### src/hdl/pn3d_pkg.sv
// Shared constants and types for the 3-D gradient noise block.
`default_nettype none
package pn3d_pkg;

	localparam int FRAC_BITS_DEF = 16;

	// Generator constants, split into 24-bit halves for the stepped multiply.
	localparam logic [47:0] LCG_MUL = 48'h0005_DEEC_E66D;
	localparam logic [23:0] LCG_ML  = 24'hEC_E66D;
	localparam logic [23:0] LCG_MH  = 24'h00_05DE;
	localparam logic [47:0] LCG_ADD = 48'h0000_0000_000B;

	localparam int CFG_IDX_W = 3;
	localparam int CFG_DATA_W = 32;

	localparam int FIFO_DEPTH = 32;
	localparam int FIFO_AW = 5;

	typedef enum logic [CFG_IDX_W-1:0] {
		REG_COEFF_X,
		REG_COEFF_Y,
		REG_COEFF_Z,
		REG_COEFF_OFFSET
	} cfg_reg_t;

endpackage
`default_nettype wire

### src/hdl/pn3d_weight.sv
// Quintic fade weight pipeline with an aligning delay line.
`default_nettype none
module pn3d_weight #(
	parameter int FRAC_BITS = 16,
	parameter int DELAY = 1
) (
	input  wire logic              clk,
	input  wire logic [15:0]       u,
	output logic [FRAC_BITS:0]     w
);
	import pn3d_pkg::*;

	localparam int F = FRAC_BITS;
	localparam logic signed [F+4:0] C15 = (F+5)'(15) <<< F;
	localparam logic signed [F+5:0] C10 = (F+6)'(10) <<< F;

	logic [F-1:0] t, t_s1, t_s2;
	logic signed [F+4:0] pm_s1;
	logic [2*F-1:0] t2_s1, q1t;
	logic signed [2*F+5:0] pt;
	logic signed [F+5:0] pf;
	logic [F+3:0] p_s2, p_s3;
	logic [F-1:0] q1_s2, q2_s3;
	logic [2*F+3:0] qp;
	logic [F:0] w_s4;
	logic [F:0] dly_q [DELAY];

	generate
		if (F >= 16) begin : g_up
			assign t = F'(u) << (F - 16);
		end else begin : g_dn
			assign t = F'(u >> (16 - F));
		end
	endgenerate

	assign pt = pm_s1 * $signed({1'b0, t_s1});
	assign pf = (F+6)'(pt >>> F) + C10;
	assign q1t = q1_s2 * t_s2;
	assign qp = q2_s3 * p_s3;

	always_ff @(posedge clk) begin
		// 6t - 15: build 4t + 2t in a wide word, then offset
		pm_s1 <= (F+5)'($signed({3'b000, t, 2'b00}) + $signed({4'b0000, t, 1'b0}))
			- C15;
		t2_s1 <= t * t;
		t_s1 <= t;

		p_s2 <= pf[F+3:0];
		q1_s2 <= t2_s1[2*F-1:F];
		t_s2 <= t_s1;

		q2_s3 <= q1t[2*F-1:F];
		p_s3 <= p_s2;

		w_s4 <= qp[2*F:F];
	end

	always_ff @(posedge clk) begin
		dly_q[0] <= w_s4;
		for (int i = 1; i < DELAY; i++) begin
			dly_q[i] <= dly_q[i-1];
		end
	end

	assign w = dly_q[DELAY-1];
endmodule
`default_nettype wire

### config.mk
export PLATFORM = sky130hd
export DESIGN_NAME = pn3d_weight
export DESIGN_NICKNAME = d
export VERILOG_FILES = /design/src/hdl/pn3d_pkg.sv /design/src/hdl/pn3d_weight.sv
export SDC_FILE = /design/constraint.sdc
export NUM_CORES = 2
export LEC_CHECK = 0
export ABC_AREA = 1
export BUFFER_PORTS_ARGS = -buffer_cell sky130_fd_sc_hd__buf_4
export CORE_MARGIN = 2
export CORE_UTILIZATION = 25
export CTS_BUF_LIST = sky130_fd_sc_hd__clkbuf_4 sky130_fd_sc_hd__clkbuf_8
export DETAILED_ROUTE_END_ITERATION = 7
export MAX_ROUTING_LAYER = met4
export PLACE_DENSITY = 0.34
export SYNTH_ARGS = -nofsm -noshare
export SYNTH_HDL_FRONTEND = slang
export SYNTH_SLANG_ARGS = --single-unit
### constraint.sdc
create_clock -name clk -period 14.2 [get_ports clk]
set_input_delay 1.42 -clock clk [delete_from_list [all_inputs] [get_ports clk]]
set_output_delay 1.42 -clock clk [all_outputs]
set_load 0.02 [all_outputs]
# --- Word level (Yosys, flattened, before mapping) ---
# Memories as Yosys holds them, arrays and structs flattened.
# Index checks and enable logic that the tools add are counted.
totals:
  reg_bits: 174
  mem_bits_rw: 17
  memories: 1
classes:
  n_addsub: 3
  mul: 4
memory_table:
  columns: ["memory", "depth", "width", "rd", "rd_ports_with_merged_regs", "wr", "line_no", "text"]
  rows:
  - ["dly_q", 1, 17, 1, 0, 1, "pn3d_weight.sv:26", "logic [F:0] dly_q [DELAY];"]
ops:
  columns: ["op", "count"]
  rows:
  - ["$mul A16 B16 Y32", 2]
  - ["$mul A21 B17 Y36", 1]
  - ["$mul A16 B20 Y33", 1]
  - ["$sub A19 B20 Y21 const B", 1]
  - ["$add A20 B20 Y20 const B", 1]
  - ["$add A18 B17 Y19", 1]

# --- Depth between registers and ports, before layout ---
depth:
  word_depth: 2
  mapped_depth: 45

# --- Least setup slack after synthesis ---
# No wires, ideal clock.
synth_path:
  kind: "register -> register"
  startpoint: "register t_s1[2]"
  endpoint: "register p_s2[19]"
  setup_ns: 0.109
  arrival_time_ns: 6.236
  t_required_ns: 14.091
  path_slack_ns: 7.855
  path_stages_with_launch: 38
  n_path_buf: 2
  path_cell_list: "dfxtp_1 > clkbuf_1 > clkbuf_1 > nand2_1 > fa_1 > fa_1 > inv_1 > fa_1 > fa_1 > fa_1 > inv_1 > fa_1 > inv_1 > ha_1 > nand2_1 > inv_1 > a21oi_1 > o21a_1 > (+2 left out) > nand2_1 > nand2_1 > nand2_1 > ha_1 > nand2_1 > nand2_1 > nand2_1 > inv_1 > nor2_1 > nand2_1 > nand2_1 > nand2_1 > nand2_1 > nand2_1 > nand2_1 > nand2_1 > nand2_1 > inv_1"
synth_via:
  elab_chain_cells: 2
synth_lines:
  columns: ["element", "line_no", "text"]
  rows:
  - ["start: declaration", "pn3d_weight.sv:17", "logic [F-1:0] t, t_s1, t_s2;"]
  - ["start signal: assignment", "pn3d_weight.sv:46", "t_s1 <= t;"]
  - ["$mul A21 B17 Y36", "pn3d_weight.sv:36", "assign pt = pm_s1 * $signed({1'b0, t_s1});"]
  - ["$add A20 B20 Y20", "pn3d_weight.sv:37", "assign pf = (F+6)'(pt >>> F) + C10;"]
  - ["named net pf[19]", "pn3d_weight.sv:21", "logic signed [F+5:0] pf;"]
  - ["end signal: assignment", "pn3d_weight.sv:48", "p_s2 <= pf[F+3:0];"]
  - ["end: declaration", "pn3d_weight.sv:22", "logic [F+3:0] p_s2, p_s3;"]
# The timed path passes the listed nets, and every way through them passes these cells.

# --- Final worst setup path ---
layout_path:
  startpoint: "register t_s1[10]"
  endpoint: "register p_s2[19]"
# Same word-level chain as after synthesis.

==> impl_metrics.toml <==
[synthesis]
async_flop_share = 0
seq_area_frac_synth = 0.0790
synth_edf_count = 0
ys_warn_count = 0
avgSynthCellArea_um2 = 7.75
synth.net_count = 6930
ys.flop_type = "dfxtp_1"
syn_area_um2 = 43300
syn_inst = 5592
ys_seq_elements = 171
synth.distinct_cells = 43

[die]
fp.dieW_um = 420
start_util = 0.252
io_pins = 34
die_h_um = 420
num_rows = 152
fp.dieArea_um2 = 177000
coreArea_um2 = 172000

[hold_path]
min_path_type = "reg -> reg"

[worst_setup_path]
crit_path_end_kind = "flip-flop"
path_common_cell = "nand2_1"
critPathArrivalTime_ps = 7480
max_stage_delay_ps = 1100
slowest_stage = "dfxtp_1"
critical_path_class = "reg -> reg"
cp_max_fo = 20
cp.required_ps = 14700
worst_setup_path_start_kind = "flip-flop"

[sta]
finalSetupViolations = 0
rsz0062_at_grt = "false"
max_slew_margin = 0.199
hold_viol_final = 0
tns_ps = 0
worstMarginPinSlew_ps = 1200
holdWs_ps = 327
fin_crit_sh = 0.492
fmax_mhz = 143
fin_worst_skew_ps = 25.2
finalMaxSlewViolations = 0
setup_ws_ps = 7220
final.min_clock_period_ps = 6980

[drt]
wirelength_um = 126000
drtAntennaViolNets = 0
vias = 31800
post_drt_via_cell_ratio = 4.08
wl_per_cell_um = 16.1
drc = 0
detail_route.first_pass.iterations = 8
drtIter0Drc = 1399

[placement]
post-dp-hpwl_um = 105000
place_congestion = 0.846
port_buffers = 33
place_ws_ps = 7190

[clocking]
cts-resized-gates = 0
cts.reportedPaths.clkPinSlew_ps = 100
numClockSinks = 171
cts_buffer_depth = 2
cts-root-buf = "clkbuf_8"
clk_latency_ps = 610
cts_tree = "built"
htreeDepth = 4
numCtsBuffers = 17
hold_buffers = 0
cts_setup_buffers = 0

[grt]
antenna_found_initial = 4
grt_pass1_vias = 36400
grt_max_degree = 35
grtUsageTotal = 0.156
globalRouteOverflowTotal = 0
grt_pass1_wl_um = 207000

[run]
cap_violations = 0

[finish]
nets = 6802
drive_above_1_share = 0.0236
area_growth_pct = 6.92

[run_status]
status = "complete, no violations"
-- path summary, 6_finish.rpt --
path	start	to	slack, ps	depth (start not counted)
min reg2reg	p_s2[18]	p_s3[18]	330	0
max reg2reg	t_s1[10]	p_s2[19]	7220	34
max	t_s1[10]	p_s2[19]	7220	34
min	p_s2[18]	p_s3[18]	330	0
-- layer usage --
metal,up-vias,global-route usage,part of all wire
met5,-,-,0
met4,0,0.0267,0.012
met3,78,0.0111,0.017
met2,300,0.267,0.49
met1,15900,0.203,0.48
li1,15600,-,-
-- synth_stat cells, types with 20 or more instances --
library cell	n	area [µm²]
nor3_1	31	155
nand3_1	99	495
a21o_1	20	150
nand2_1	1416	5320
xor2_1	44	385
fa_1	896	17900
a21oi_1	132	661
ha_1	425	5320
nor2_1	195	732
clkbuf_1	202	758
o21bai_1	27	203
dfxtp_1	171	3420
inv_1	1733	6500
o21ai_0	67	335
-- area by class of cell --
type                    instances  area, µm²
fillers                     19100     126000
multi-input cells            3472      32600
inverters                    1734       6510
flip-flops and latches        171       3420
well taps                    2310       2890
repair buffers                 68        510
clock buffers                  19        262
clock inverters                13        146
diodes                          2       5.00
-- worst max-delay path, delay by kind of cell, from the launching register on --
family | cells | cell delay, ps
fa+ha+maj | 8 | 3550
buf+inv | 6 | 300
simple gates | 17 | 1170
flops | 1 | 1100
compound gates | 3 | 750
-- metrics by stage --
step / instances / instance area (µm²) / util
global placement: 7755 / 45900 / 0.267
floorplan: 5592 / 43300 / -
CTS: 7787 / 46300 / 0.269
detailed placement: 7755 / 45900 / 0.267
global route: 7788 / 46300 / 0.269
finish: 7789 / 46300 / 0.269
-- cells in the final DEF (no fill, tap or decap), types with 8 or more instances in the layout --
| cell type | netlist | final |
|---|---|---|
| inv_1 | 1733 | 1733 |
| nand2_1 | 1416 | 1416 |
| fa_1 | 896 | 896 |
| ha_1 | 425 | 425 |
| nor2_1 | 195 | 195 |
| dfxtp_1 | 171 | 171 |
| a21oi_1 | 132 | 132 |
| nand3_1 | 99 | 99 |
| buf_4 | 1 | 68 |
| o21ai_0 | 67 | 67 |
| xor2_1 | 44 | 44 |
| nor3_1 | 31 | 31 |
| o21bai_1 | 27 | 27 |
| a21o_1 | 20 | 20 |
| clkbuf_8 | 0 | 19 |
| xnor2_1 | 18 | 18 |
| nand4_1 | 14 | 14 |
| a31oi_1 | 10 | 10 |
| o21ai_1 | 10 | 10 |
| o211ai_1 | 8 | 8 |
-- kinds of logic after synthesis --
group | count (synthesis) | synth area share
fa+ha+maj | 1321 | 0.537
flops | 171 | 0.0790
simple gates | 1788 | 0.162
xor+xnor | 62 | 0.0125
buf+inv | 1949 | 0.169
compound gates | 301 | 0.0403
-- registers in the layout, indices dropped and copies added, names as in the netlist --
name,flops
dly_q,17
t_s2,16
q2_s3,16
p_s2,20
w_s4,17
pm_s1,17
p_s3,20
q1_s2,16
t2_s1,17
t_s1,15
Power is left out: the tool's default activity adds up to more than one toggle a clock period on the data nets, which glitch-free logic cannot reach.
