### config.mk
export PLATFORM = sky130hd
export DESIGN_NAME = pn3d_lerp
export DESIGN_NICKNAME = d
export VERILOG_FILES = /design/src/hdl/pn3d_pkg.sv /design/src/hdl/pn3d_lerp.sv
export SDC_FILE = /design/constraint.sdc
export NUM_CORES = 1
export LEC_CHECK = 0
export BUFFER_PORTS_ARGS = -buffer_cell sky130_fd_sc_hd__buf_2
export CAP_MARGIN = 20
export CORE_UTILIZATION = 50
export DETAILED_ROUTE_END_ITERATION = 16
export PLACE_DENSITY = 0.76
export REMOVE_ABC_BUFFERS = 1
export SLEW_MARGIN = 30
export SYNTH_ARGS = -nofsm -noshare
export SYNTH_HDL_FRONTEND = slang
export SYNTH_SLANG_ARGS = --single-unit
export TNS_END_PERCENT = 5
### constraint.sdc
create_clock -name clk -period 10.3 [get_ports clk]
set_input_delay 3.09 -clock clk [delete_from_list [all_inputs] [get_ports clk]]
set_output_delay 3.09 -clock clk [all_outputs]
set_load 0.02 [all_outputs]
### src/hdl/pn3d_pkg.sv
// Shared constants and types for the 3-D gradient noise block.
`default_nettype none
package pn3d_pkg;

	localparam int FRAC_BITS_DEF = 16;

	// Generator constants, split into 24-bit halves for the stepped multiply.
	localparam logic [47:0] LCG_MUL = 48'h0005_DEEC_E66D;
	localparam logic [23:0] LCG_ML  = 24'hEC_E66D;
	localparam logic [23:0] LCG_MH  = 24'h00_05DE;
	localparam logic [47:0] LCG_ADD = 48'h0000_0000_000B;

	localparam int CFG_IDX_W = 3;
	localparam int CFG_DATA_W = 32;

	localparam int FIFO_DEPTH = 32;
	localparam int FIFO_AW = 5;

	typedef enum logic [CFG_IDX_W-1:0] {
		REG_COEFF_X,
		REG_COEFF_Y,
		REG_COEFF_Z,
		REG_COEFF_OFFSET
	} cfg_reg_t;

endpackage
`default_nettype wire

### src/hdl/pn3d_lerp.sv
// Two-stage linear blend a + floor(w * (b - a) / 2^F).
`default_nettype none
module pn3d_lerp #(
	parameter int FRAC_BITS = 16
) (
	input  wire logic                       clk,
	input  wire logic signed [FRAC_BITS+2:0] a,
	input  wire logic signed [FRAC_BITS+2:0] b,
	input  wire logic [FRAC_BITS:0]          w,
	output logic signed [FRAC_BITS+2:0]      r
);
	import pn3d_pkg::*;

	localparam int DOT_W = FRAC_BITS + 3;
	localparam int PRD_W = 2 * FRAC_BITS + 6;

	logic signed [DOT_W:0] diff;
	logic signed [PRD_W-1:0] prod, prod_s1;
	logic signed [DOT_W-1:0] a_s1, r_s2;

	assign diff = (DOT_W+1)'(b) - (DOT_W+1)'(a);
	assign prod = $signed({1'b0, w}) * diff;

	always_ff @(posedge clk) begin
		prod_s1 <= prod;
		a_s1 <= a;
		r_s2 <= a_s1 + DOT_W'(prod_s1 >>> FRAC_BITS);
	end

	assign r = r_s2;
endmodule
`default_nettype wire
[Yosys cells after proc, flatten, opt, wreduce, memory -nomap -nowiden]
Index checks and enable logic that the tools add are counted.
Word-level totals
  latch bits: 0
  memory bits (writable): 0
  output and inout port bits: 19
  logic and storage cells: 6
  bits in read-only memories: 0
  input port bits: 56
  bits in registers: 73
  memories: 0
Cells by class
  $add $sub $neg: 2
  div/mod/pow operators: 0
  mux-type cells: 0
  reductions and logical operators: 0
  bitwise operators: 0
  $lt $le $gt $ge: 0
  multiply operators: 1
  shift operators: 0
  equal/unequal tests: 0
Operators by type and width (number)
  18-bit by 20-bit multiplier with 35-bit output: 1
  19-bit by 19-bit subtractor with 20-bit output: 1
  19-bit adder: 1

[Logic depth before layout (Yosys ltp)]
  depth after elaboration: 2
  mapped depth: 34
  mapped depth without buffers: 34

[Worst setup path after synthesis]
Ideal clock, no wire load.
  path type: input port to flip-flop
  start point: input a[1]
  end point: register prod_s1[34]
  arrival time: 10.403 ns
  required time: 10.170 ns
  buffers on the path: 2
  path slack: -0.233 ns
  stages on the path: 31
  library setup time: 0.130 ns
  cells stage by stage: inv_1 -> ha_1 -> nor2b_1 -> o31a_1 -> o31a_1 -> o2111ai_1 -> a21boi_1 -> a31o_2 -> a21oi_1 -> o21a_1 -> buf_4 -> buf_6 -> mux2_2 -> fa_1 -> fa_1 -> inv_1 -> fa_1 -> fa_1 -> fa_1 -> inv_1 -> fa_1 -> inv_1 -> ha_1 -> nor2b_1 -> o21ai_0 -> nand2b_1 -> a21oi_1 -> nand2_1 -> a31o_2 -> a31oi_1 -> xnor3_1
Between the ends
  cells in the longest elaborated chain, start to end: 2
Ends and longest elaborated chain
  from (decl): RTL line pn3d_lerp.sv:7  | input wire logic signed [FRAC_BITS+2:0] a,
  19-bit by 19-bit subtractor with 20-bit output: RTL line pn3d_lerp.sv:21  | assign diff = (DOT_W+1)'(b) - (DOT_W+1)'(a);
  18-bit by 20-bit multiplier with 35-bit output: RTL line pn3d_lerp.sv:22  | assign prod = $signed({1'b0, w}) * diff;
  named net prod[34]: RTL line pn3d_lerp.sv:18  | logic signed [PRD_W-1:0] prod, prod_s1;
  to (signal assigned): RTL line pn3d_lerp.sv:25  | prod_s1 <= prod;
  to (decl): RTL line pn3d_lerp.sv:18
The timed path passes the listed nets, and every way through them passes these cells.

[Worst setup path in the final report]
  start point: input a[0]
  end point: register prod_s1[34]
Same word-level chain as after synthesis.

==> flow_results.org <==
** Critical path
- Worst Setup Start Kind :: input pin
- In this design, the critical path's most frequently occurring cell is fa_1.
- Worst r2r src :: prod_s1[16]$_DFF_P_
- CP max stage cell :: fa_1
- Launching element of the worst setup path :: a[0]
- Data arrives at the worst endpoint at 10.53 ns.
- In this run the register-to-register setup slack is 6.90 ns.
- Measured in cells, the most critical reg-to-reg path has a length of 12.
- Required arrival time at the worst endpoint :: approximately 11 ns
- Endpoint of the worst setup timing path :: prod_s1[34]$_DFF_P_
- The worst register-to-register path ends at r[18]$_DFF_P_.
- Sort of element at the end of the critical path :: register
- Worst setup path category :: in -> reg
- Largest stage delay on the critical path :: ~0.57 ns
- Along the worst path, the maximum fanout reaches 8.

** Global route
- met2 is the most crowded layer.
- GR Util met3 :: 0.0326
- The number of antenna violations at the first check in global routing came to 0.
- Overflow left after global routing :: 0
- First-pass GRT wire length :: around 60000 um
- Entering global routing, the biggest net connects 36 pins.
- Routing usage on met1 :: 0.310
- GRT met2 Usage :: 0.451
- Via count of the first global-routing pass :: 12300
- In the global route stage, overall resource usage came out at 0.251.

** Floorplan
- From bottom edge to top edge, the die measures 174 um.
- The core region is 28900 sq um.
- Die span in x :: between 150 and 200 um
- Starting utilization of the core area :: 0.512
- The die covers roughly 30000 sq um.
- Row cnt :: 62
- For this design the top-level I/O count stands at between 70 and 80.

** Clock network
- For this design, the CTS-stage hold fixing added 0 buffers.
- Total clock buffers created by CTS :: 9
- In this run the deepest clock path goes through 2 buffers.
- H-tree levels :: 3
- In this run the clock root is driven by a clkbuf_16.
- For this design, the sink count on the clock tree is 57.
- Clock latency at the later pin of the worst-skew pair :: roughly 0.33 ns
- Clock-pin slew was measured on the worst setup and hold paths at ~0.05 ns.
- TritonCTS clock tree :: yes

** STA
- Setup repair after global routing could not meet its margin everywhere.
- Number of endpoints with negative hold slack in the final report :: 0
- Fin worst setup slack :: -0.0263 ns
- Headroom to the max-slew limit :: 0.579
- In the finished design, the share of the clock period the worst path needs comes to 1.00.
- # setup viols final :: 1
- Final hold analysis gives a worst-case slack of 0.462 ns.
- Final number of max-transition violations :: 0
- Minimum clock period :: 10.33 ns
- The clock arrives with between 0.01 and 0.015 ns of skew.
- Slew at the pin with the worst max-slew slack :: ~0.63 ns
- For this run, the top clock speed supported by timing is ~97 MHz.

** Drt
- DRT iter0 DRCs :: 533
- Via count :: approximately 11000
- Using the TritonRoute via totals, the vias-per-cell ratio works out to just over 5.
- Once detail routing completed, the nets flagged for antenna violations numbered 0.
- The pre-antenna-repair detailed-routing pass consisted of 5 iterations.
- After detailed routing, the number of remaining DRC violations is 0.
- The routed design has 36000 um of wire.
- Average wire length per cell after detail routing :: between 15 and 20 um

** Logic synthesis
- Cell area after synthesis :: about 15000 sq um
- The synthesized netlist contains 55 unique library cells.
- Leading cell type by number of instances after synthesis :: inv_1
- Warning count from the yosys run :: 0
- Yosys attributes the largest share of cell area to fa_1, inv_1, ha_1.
- Share of synthesized area occupied by flip-flops and latches :: 0.0770
- Counting instances in the post-synthesis netlist gives the leading cell types as inv_1, fa_1, nand2_1.
- fa_1 takes more of the synthesized area than any other cell.
- Averaged over all synthesized cells, the footprint is roughly 9 sq um.
- In the synthesized netlist the async set-or-reset flop fraction comes to 0.
- EDFF count, synth :: 0
- After synthesis the netlist holds a flip-flop and latch count of 57.
- Cell count after synthesis :: between 1500 and 2000
- Area share of the largest cell type after synthesis :: 0.429
- Most used flip-flop cell after synthesis :: dfxtp_1

** Status
- The flow ran to the end, but the final reports show violations.
- Violations in the final reports :: negative setup slack

** Finish
- Syn-to-layout area delta :: 17.0%
- For this run, the post-layout net count is between 2000 and 2500.
- Once layout is complete, the utilization of the core stands at 0.600.
- In the final layout, the share of cells above drive strength 1 is 0.177.

** Run
- Max-capacitance violation count :: 0

** Placed design
- Port Buffers :: 74
- At the end of routability-driven placement, the weighted congestion stood at just under 0.9.
- Hpwl dp :: 29600 um

** Min path
- Path type of the worst min-delay path :: reg -> reg
state kept, by name, indices dropped and copies added, names as in the netlist:
name and flops:
a_s1 19, prod_s1 19, r 19
stage by stage:
step	cell area [sq um]	setup TNS (ns)	setup slack [ns]	instances
after floorplan	14600	-1.08	-0.500	1590
after global placement	16600	-2.86	-0.454	2196
after detailed placement	16600	-4.61	-0.648	2196
after CTS	17100	0	0.00214	2221
after global routing	17400	-2.10	-0.269	2224
final	17400	-0.0263	-0.0263	2225
worst max-delay path, delay by kind of cell:
family | cells | cell delay, ns
buffers and inverters | 6 | 0.59
xor gates and xnor gates | 1 | 0.23
and+or+nand+nor | 5 | 0.86
AOI/OAI and AO/OA | 11 | 1.98
adders and majority gates | 9 | 3.75
cell usage in the layout, fill, tap and decap left out, types with 11 or more instances in the layout:
| cell type | synthesis | final |
|---|---|---|
| inv_1 | 430 | 426 |
| fa_1 | 318 | 310 |
| nand2_1 | 178 | 176 |
| buf_4 | 1 | 151 |
| and2_1 | 144 | 141 |
| ha_1 | 121 | 115 |
| buf_2 | 2 | 74 |
| dfxtp_1 | 57 | 57 |
| xnor2_1 | 49 | 45 |
| nor2b_1 | 34 | 31 |
| nand2b_1 | 31 | 31 |
| nor2_1 | 30 | 29 |
| a21oi_1 | 33 | 23 |
| o21ai_0 | 22 | 19 |
| xor2_1 | 19 | 18 |
| nand3_1 | 12 | 11 |
logic make-up (layout without fill, tap and decap cells):
kind of cell             Yosys count  count (layout)  synth area share
flip-flops                        57              57            0.0770
adder cells (fa/ha/maj)          439             439             0.531
other                              0               1                 0
AO/OA/AOI/OAI                    117             117            0.0538
multiplexers                      18              18            0.0130
AND/OR/NAND/NOR                  460             460             0.158
XOR/XNOR                          69              69            0.0417
buffers and inverters            490             680             0.125
what timing repair did:
| item | 4_1_cts | 5_1_grt |
|---|---|---|
| pin swaps | 38 | 37 |
| endpoints found under the setup margin | 8 | 17 |
| resized for setup | 35 | 43 |
| setup buffers | 10 | 3 |
| cloned | 1 | 0 |
area by class of cell:
| type | instances | area [sq um] |
|---|---|---|
| multi-input combinational | 1103 | 12200 |
| tap | 384 | 480 |
| clock inverter | 4 | 45.0 |
| clock buffer | 10 | 239 |
| inverter | 430 | 1610 |
| fill | 2345 | 11600 |
| timing repair buffer | 236 | 1670 |
| antenna | 1 | 2.50 |
| sequential | 57 | 1140 |
worst min-delay path by stage:
stage / slack, ns / startpoint / end / cells after the start
5_1_grt: 0.49 / prod_s1[16]$_DFF_P_ / r[0]$_DFF_P_ / 1
3_5_place_dp: 0.46 / a_s1[0]$_DFF_P_ / r[0]$_DFF_P_ / 1
4_1_cts: 0.47 / prod_s1[16]$_DFF_P_ / r[0]$_DFF_P_ / 1
6_report: 0.46 / a_s1[0]$_DFF_P_ / r[0]$_DFF_P_ / 1
2_1_floorplan: 0.42 / a_s1[0]$_DFF_P_ / r[0]$_DFF_P_ / 1
3_3_place_gp: 0.44 / prod_s1[16]$_DFF_P_ / r[0]$_DFF_P_ / 1
per-layer routing:
| metal | routed length (um) | vias up |
|---|---|---|
| met3 | 1790 | 90 |
| met4 | 1200 | 0 |
| met2 | 18600 | 317 |
| met1 | 14500 | 5672 |
| met5 | 0 | - |
| li1 | - | 5202 |
Power is left out: the tool's default activity adds up to more than one toggle a clock period on the data nets, which glitch-free logic cannot reach.
