[config.mk]
export PLATFORM = sky130hd
export DESIGN_NAME = pn3d_grad_cell
export DESIGN_NICKNAME = d
export VERILOG_FILES = /design/src/hdl/pn3d_pkg.sv /design/src/hdl/pn3d_grad_cell.sv
export SDC_FILE = /design/constraint.sdc
export NUM_CORES = 2
export LEC_CHECK = 0
export BUFFER_PORTS_ARGS = -buffer_cell sky130_fd_sc_hd__buf_2
export CAP_MARGIN = 20
export CORE_MARGIN = 1
export CORE_UTILIZATION = 58
export CTS_CLUSTER_DIAMETER = 60
export DETAILED_ROUTE_END_ITERATION = 16
export GPL_TIMING_DRIVEN = 0
export PLACE_DENSITY = 0.76
export SLEW_MARGIN = 5
export SYNTH_ARGS = -nofsm -noshare
export SYNTH_HDL_FRONTEND = slang
export SYNTH_SLANG_ARGS = --single-unit
[constraint.sdc]
create_clock -name clk -period 8.7 [get_ports clk]
set_input_delay 0 -clock clk [delete_from_list [all_inputs] [get_ports clk]]
set_output_delay 0 -clock clk [all_outputs]
set_load 0.01 [all_outputs]
[src/hdl/pn3d_pkg.sv]
// Shared constants and types for the 3-D gradient noise block.
`default_nettype none
package pn3d_pkg;

	localparam int FRAC_BITS_DEF = 16;

	// Generator constants, split into 24-bit halves for the stepped multiply.
	localparam logic [47:0] LCG_MUL = 48'h0005_DEEC_E66D;
	localparam logic [23:0] LCG_ML  = 24'hEC_E66D;
	localparam logic [23:0] LCG_MH  = 24'h00_05DE;
	localparam logic [47:0] LCG_ADD = 48'h0000_0000_000B;

	localparam int CFG_IDX_W = 3;
	localparam int CFG_DATA_W = 32;

	localparam int FIFO_DEPTH = 32;
	localparam int FIFO_AW = 5;

	typedef enum logic [CFG_IDX_W-1:0] {
		REG_COEFF_X,
		REG_COEFF_Y,
		REG_COEFF_Z,
		REG_COEFF_OFFSET
	} cfg_reg_t;

endpackage
`default_nettype wire

[src/hdl/pn3d_grad_cell.sv]
// One gradient component cell: two generator steps and one multiply-accumulate.
`default_nettype none
module pn3d_grad_cell #(
	parameter int FRAC_BITS = 16,
	parameter int AXIS = 0,
	parameter bit HI = 1'b0
) (
	input  wire logic                        clk,
	input  wire logic [47:0]                 seed_in,
	input  wire logic signed [FRAC_BITS+18:0] acc_in,
	input  wire logic [2:0][15:0]            u_in,
	output logic [47:0]                      seed_out,
	output logic signed [FRAC_BITS+18:0]     acc_out,
	output logic [2:0][15:0]                 u_out
);
	import pn3d_pkg::*;

	localparam int ACC_W = FRAC_BITS + 19;
	localparam int PROD_W = FRAC_BITS + 18;

	logic [47:0] lo_a, lo_b;
	logic [23:0] hi_a, hi_b;
	logic [47:0] ppl_s1, seed_a_s2, ppl_s3, seed_b_s4;
	logic [23:0] pph_s1, pph_s3;
	logic signed [ACC_W-1:0] acc_s1, acc_s2, acc_s3, acc_s4;
	logic [2:0][15:0] u_s1, u_s2, u_s3, u_s4;
	logic [FRAC_BITS-1:0] g;
	logic signed [16:0] d;
	logic signed [PROD_W-1:0] prod, prod_s3;

	// Partial products of s * M mod 2^48 (high cross terms only need 24 bits).
	assign lo_a = seed_in[23:0] * LCG_ML;
	assign hi_a = seed_in[23:0] * LCG_MH + seed_in[47:24] * LCG_ML;
	assign lo_b = seed_a_s2[23:0] * LCG_ML;
	assign hi_b = seed_a_s2[23:0] * LCG_MH + seed_a_s2[47:24] * LCG_ML;

	assign g = seed_a_s2[47 -: FRAC_BITS];
	assign d = $signed({HI, u_s2[AXIS]});
	assign prod = $signed({1'b0, g}) * d;

	always_ff @(posedge clk) begin
		ppl_s1 <= lo_a;
		pph_s1 <= hi_a;
		acc_s1 <= acc_in;
		u_s1 <= u_in;

		seed_a_s2 <= ppl_s1 + {pph_s1, 24'h000000} + LCG_ADD;
		acc_s2 <= acc_s1;
		u_s2 <= u_s1;

		ppl_s3 <= lo_b;
		pph_s3 <= hi_b;
		prod_s3 <= prod;
		acc_s3 <= acc_s2;
		u_s3 <= u_s2;

		seed_b_s4 <= ppl_s3 + {pph_s3, 24'h000000} + LCG_ADD;
		acc_s4 <= acc_s3 + ACC_W'(prod_s3);
		u_s4 <= u_s3;
	end

	assign seed_out = seed_b_s4;
	assign acc_out = acc_s4;
	assign u_out = u_s4;
endmodule
`default_nettype wire

* After elaboration in Yosys (flattened, before gate mapping)
Index checks and enable logic that the tools add are counted.
** Operators by class
- $add $sub $neg :: 7
- $mul :: 7
** Operators by type and width (count)
- 48-bit by 4-bit adder with 48-bit output, second input constant :: 2
- 48-bit adder :: 2
- 24-bit by 24-bit multiplier with 48-bit output, second input constant :: 2
- 24-bit adder :: 2
- 24-bit by 10-bit multiplier with 23-bit output, second input constant :: 2
- 24-bit by 22-bit multiplier with 24-bit output, second input constant :: 2
- 35-bit by 33-bit adder with 35-bit output :: 1
- 16-bit by 16-bit multiplier with 32-bit output :: 1
** Storage, ports and cells
- Input bits :: 132
- Word-level logic and storage cells :: 37
- Register bits :: 604
- Output and inout port bits :: 131

* Depth between registers and ports, before layout
- Depth in word-level cells :: 2
- Depth in mapped cells :: 41

* Worst setup path after synthesis
OpenSTA, ideal clock, no wires.
- Kind :: reg-to-reg
- From :: register seed_a_s2[7]
- To :: register pph_s3[23]
- Clock period less this slack :: 9.565 ns
- Path buffers :: 0
- Arrival time :: 9.444 ns
- Slack :: -0.865 ns
- Stages on the path, launching flop included :: 37
- Cells stage by stage :: dfxtp_1 -> fa_1 -> inv_1 -> fa_1 -> inv_1 -> fa_1 -> fa_1 -> inv_1 -> fa_1 -> inv_1 -> ha_1 -> a21o_1 -> a21oi_1 -> nand2_1 -> o211a_1 -> or3_1 -> a21oi_1 -> xnor2_1 -> ha_1 -> inv_1 -> fa_1 -> fa_1 -> fa_1 -> inv_1 -> fa_1 -> fa_1 -> inv_1 -> fa_1 -> inv_1 -> ha_1 -> and3_1 -> a21oi_1 -> o21ai_1 -> o41ai_1 -> o21ai_1 -> xnor2_1 -> xnor2_1
** On the way
- Cells in the longest elaborated chain, start to end :: 2
** Ends and longest elaborated chain
- start: declaration :: line pn3d_grad_cell.sv:23 : logic [47:0] ppl_s1, seed_a_s2, ppl_s3, seed_b_s4;
- start signal: assignment :: line pn3d_grad_cell.sv:47 : seed_a_s2 <= ppl_s1 + {pph_s1, 24'h000000} + LCG_ADD;
- 24-bit by 10-bit multiplier with 23-bit output :: line pn3d_grad_cell.sv:35 : assign hi_b = seed_a_s2[23:0] * LCG_MH + seed_a_s2[47:24] * LCG_ML;
- 24-bit adder :: line pn3d_grad_cell.sv:35
- net hi_b[23] :: line pn3d_grad_cell.sv:22 : logic [23:0] hi_a, hi_b;
- end signal: assignment :: line pn3d_grad_cell.sv:52 : pph_s3 <= hi_b;
- end: declaration :: line pn3d_grad_cell.sv:24 : logic [23:0] pph_s1, pph_s3;
The timed path passes the listed nets, and every way through them passes these cells.

* Worst setup path after layout
- From :: register seed_a_s2[8]
- To :: register pph_s3[23]
The elaborated chain is that of the path after synthesis.

==> key figures <==
Setup path
  – Peak per-stage delay on the critical path: 0.56 ns
  – Crit path kind: reg -> reg
  – Slowest-stage cell, CP: fa_1
  – CP Max Fanout: 7
  – Worst EP required: approximately 9 ns
  – WP data arrival: 10.17 ns
  – CP dominant cell by count: fa_1
  – CP startpoint kind: register
  – Endpoint class of the critical path: register

Drt
  – Antenna Nets Post-Route: 0
  – DRT Pass-1 Iters: 7
  – Remaining DRCs: 0
  – Post-Route WL: 156000 um
  – Via density: 5.14
  – Number of DRC markers in iteration 0: 2242
  – Vias: 43663
  – WL/cell: 18.4 um

STA
  – Slew Limit Fails: 0
  – Relative slew slack: 0.356
  – Clk_skew: between 0.02 and 0.03 ns
  – Max frequency: 104 MHz
  – # setup viols final: 11
  – Slew @ Worst Pin: just under 1 ns
  – Final Hold Viols: 0
  – Tcrit/Tclk final: 1.11
  – Final WS setup: -0.952 ns
  – RSZ-0062 raised after global routing: true
  – Final min period: 9.65 ns

Floorplanning
  – Die Width: 338 um
  – IO Pins: ~260
  – Die Area: between 100000 and 150000 sq um
  – Core box area: approximately 110000 sq um
  – Die boundary height: between 300 and 400 um
  – Row Count: 122
  – Initial core utilization: 0.588

GRT
  – Total gr overflow: 0
  – Vias in the first global route: 47014
  – First-pass GRT wire length: approximately 250000 um
  – Largest net degree at the start of global routing: 17
  – Antenna violations before repair: 6
  – GRT Resource Usage Total: 0.284

Synthesis
  – Library cells used by synthesis: 79
  – Prevailing post-synth register cell: dfxtp_1
  – Synthesized cell area: 65400 sq um
  – Post-synth top cells: 1792 x inv_1, 1140 x fa_1, 961 x ha_1
  – FF+latch count, synth: 604
  – Syn_nets: between 8000 and 9000
  – Number of flops mapped to enable cells by yosys: 0
  – Mapped Cells: 6397
  – Count leader, synth: inv_1
  – Warnings, synthesis: 0
  – Avg Cell Area, Syn: between 10 and 15 sq um
  – Synth area leaders: fa_1 35%, dfxtp_1 19%, ha_1 18%, inv_1 10%, xnor2_1 4.0%
  – Top-area cell type share of the netlist area: 0.349
  – Area leader, netlist: fa_1
  – Synth async-reset ratio: 0
  – Sequential fraction of the synthesis area: 0.185

Final layout
  – Multi-input gate area: 47300 sq um
  – Area Overhead vs Synth: 13.1%
  – Layout cell share with drive strength beyond 1: 0.0919
  – Non-filler cells, final: 8487
  – Final-layout fill cell count: 8782
  – Nets: 9182
  – Register Area: 12100 sq um

Clock tree
  – Clk sinks: 604
  – CTS tree: built
  – TritonCTS buffer count: 61
  – Worst-skew pair later-pin latency: about 0.66 ns
  – Clock-pin slew of the registers on the worst-case setup and hold paths: 0.06 ns
  – Max clock buf depth: 3
  – Max H-tree Level: 2
  – Clock root buffer: clkbuf_16

Placement
  – Hpwl dp: around 130000 um
  – Dpl cells: 8147
  – Gpl congestion: 0.980
  – # port buffers: 262

Outcome
  – Outcome: finished with violations
  – Failing checks: negative setup slack

Run
  – Max Cap Violations: 0

Worst hold path
  – Min-Delay Path Class: in -> reg
layout make-up:
| class | count | area share |
|---|---|---|
| timing repair buffer | 489 | 0.0482 |
| inverter | 1792 | 0.0910 |
| antenna | 1 | 0.0000339 |
| tap | 1488 | 0.0252 |
| clock buffer | 74 | 0.0225 |
| buffer | 41 | 0.00208 |
| sequential | 604 | 0.164 |
| clock inverter | 38 | 0.00701 |
| multi-input combinational | 3960 | 0.640 |
registers in the layout (all words and copies together), names as in the netlist:
signal / cells
u_s2: 32
d: 16
u_s1: 48
pph_s1: 24
acc_s1: 35
acc_s3: 35
ppl_s3: 48
seed_out: 48
seed_a_s2: 48
ppl_s1: 48
pph_s3: 24
u_out: 48
acc_out: 35
u_s3: 48
prod_s3: 32
acc_s2: 35
per-layer routing:
metal | track usage | part of all wire | vias up
met5 | 0 | 0.00012 | -
met4 | 0.0904 | 0.034 | 4
met3 | 0.0379 | 0.053 | 261
met2 | 0.486 | 0.48 | 1059
met1 | 0.372 | 0.43 | 21659
li1 | - | - | 20680
worst paths after layout:
check	startpoint	to	slack (ns)	cells after the start
max	seed_a_s2[8]	pph_s3[23]	-0.95	38
min	seed_in[4]	ppl_s1[4]	0.05	4
min reg2reg	u_s2[21]	u_s3[21]	0.31	0
max reg2reg	seed_a_s2[8]	pph_s3[23]	-0.95	38
repair_timing:
action / in CTS / in global routing
setup buffers: 29 / 28
pin swaps: 42 / 64
gates resized for setup: 111 / 88
hold buffers: 173 / 0
endpoints found under the setup margin: 18 / 19
endpoints found under the hold margin: 90 / 0
metrics by stage:
stage	setup WS (ns)	cell area, sq um	hold WS, ns	util	TNS, ns
2_1_floorplan	-0.255	65600	0.0277	-	-0.370
3_3_place_gp	-1.47	68800	0.102	0.619	-16.41
3_5_place_dp	-1.56	68800	0.104	0.619	-18.08
4_1_cts	-1.00	73300	0.00279	0.660	-5.10
5_1_grt	-1.32	73900	0.0628	0.665	-9.52
6_report	-0.952	73900	0.0484	0.665	-5.65
cell usage in the layout, fill, tap and decap left out, types with 26 or more instances in the layout:
cell type,synthesis,layout
nor2_1,155,147
buf_2,0,250
inv_2,0,33
nand2_1,293,291
nand3_1,62,60
nor2b_1,39,39
a21oi_1,212,184
clkbuf_16,0,62
inv_1,1792,1759
o21ai_0,89,81
fa_1,1140,1126
xnor2_1,295,279
dlygate4sd3_1,0,173
o21bai_1,30,30
xor2_1,78,76
clkbuf_1,41,46
and3_1,34,31
a21o_1,81,81
and2_1,107,106
ha_1,961,929
dfxtp_1,604,588
o21ai_1,25,26
a21oi_2,4,28
o21a_1,36,36
buf_4,0,52
nor3_1,51,49
cell families (layout without fill, tap and decap cells):
kind of cell / after synthesis / after routing / share of synthesized area
xor gates and xnor gates: 374 / 374 / 0.0503
buffers and inverters: 1833 / 2434 / 0.105
AOI/OAI and AO/OA: 638 / 638 / 0.0631
other: 0 / 1 / 0
adders and majority gates: 2101 / 2101 / 0.533
DFF: 604 / 604 / 0.185
and+or+nand+nor: 847 / 847 / 0.0631
critical path, delay by kind of cell, from the launching register on:
| family | cells | cell delay (ns) |
|---|---|---|
| buf+inv | 11 | 0.74 |
| compound gates | 6 | 1.08 |
| flops | 1 | 0.40 |
| fa+ha+maj | 14 | 6.44 |
| xor+xnor | 3 | 0.48 |
| simple gates | 4 | 0.38 |
Power is not shown: default switching activity piles up to over one toggle a cycle in this logic, so the estimate is an artifact.
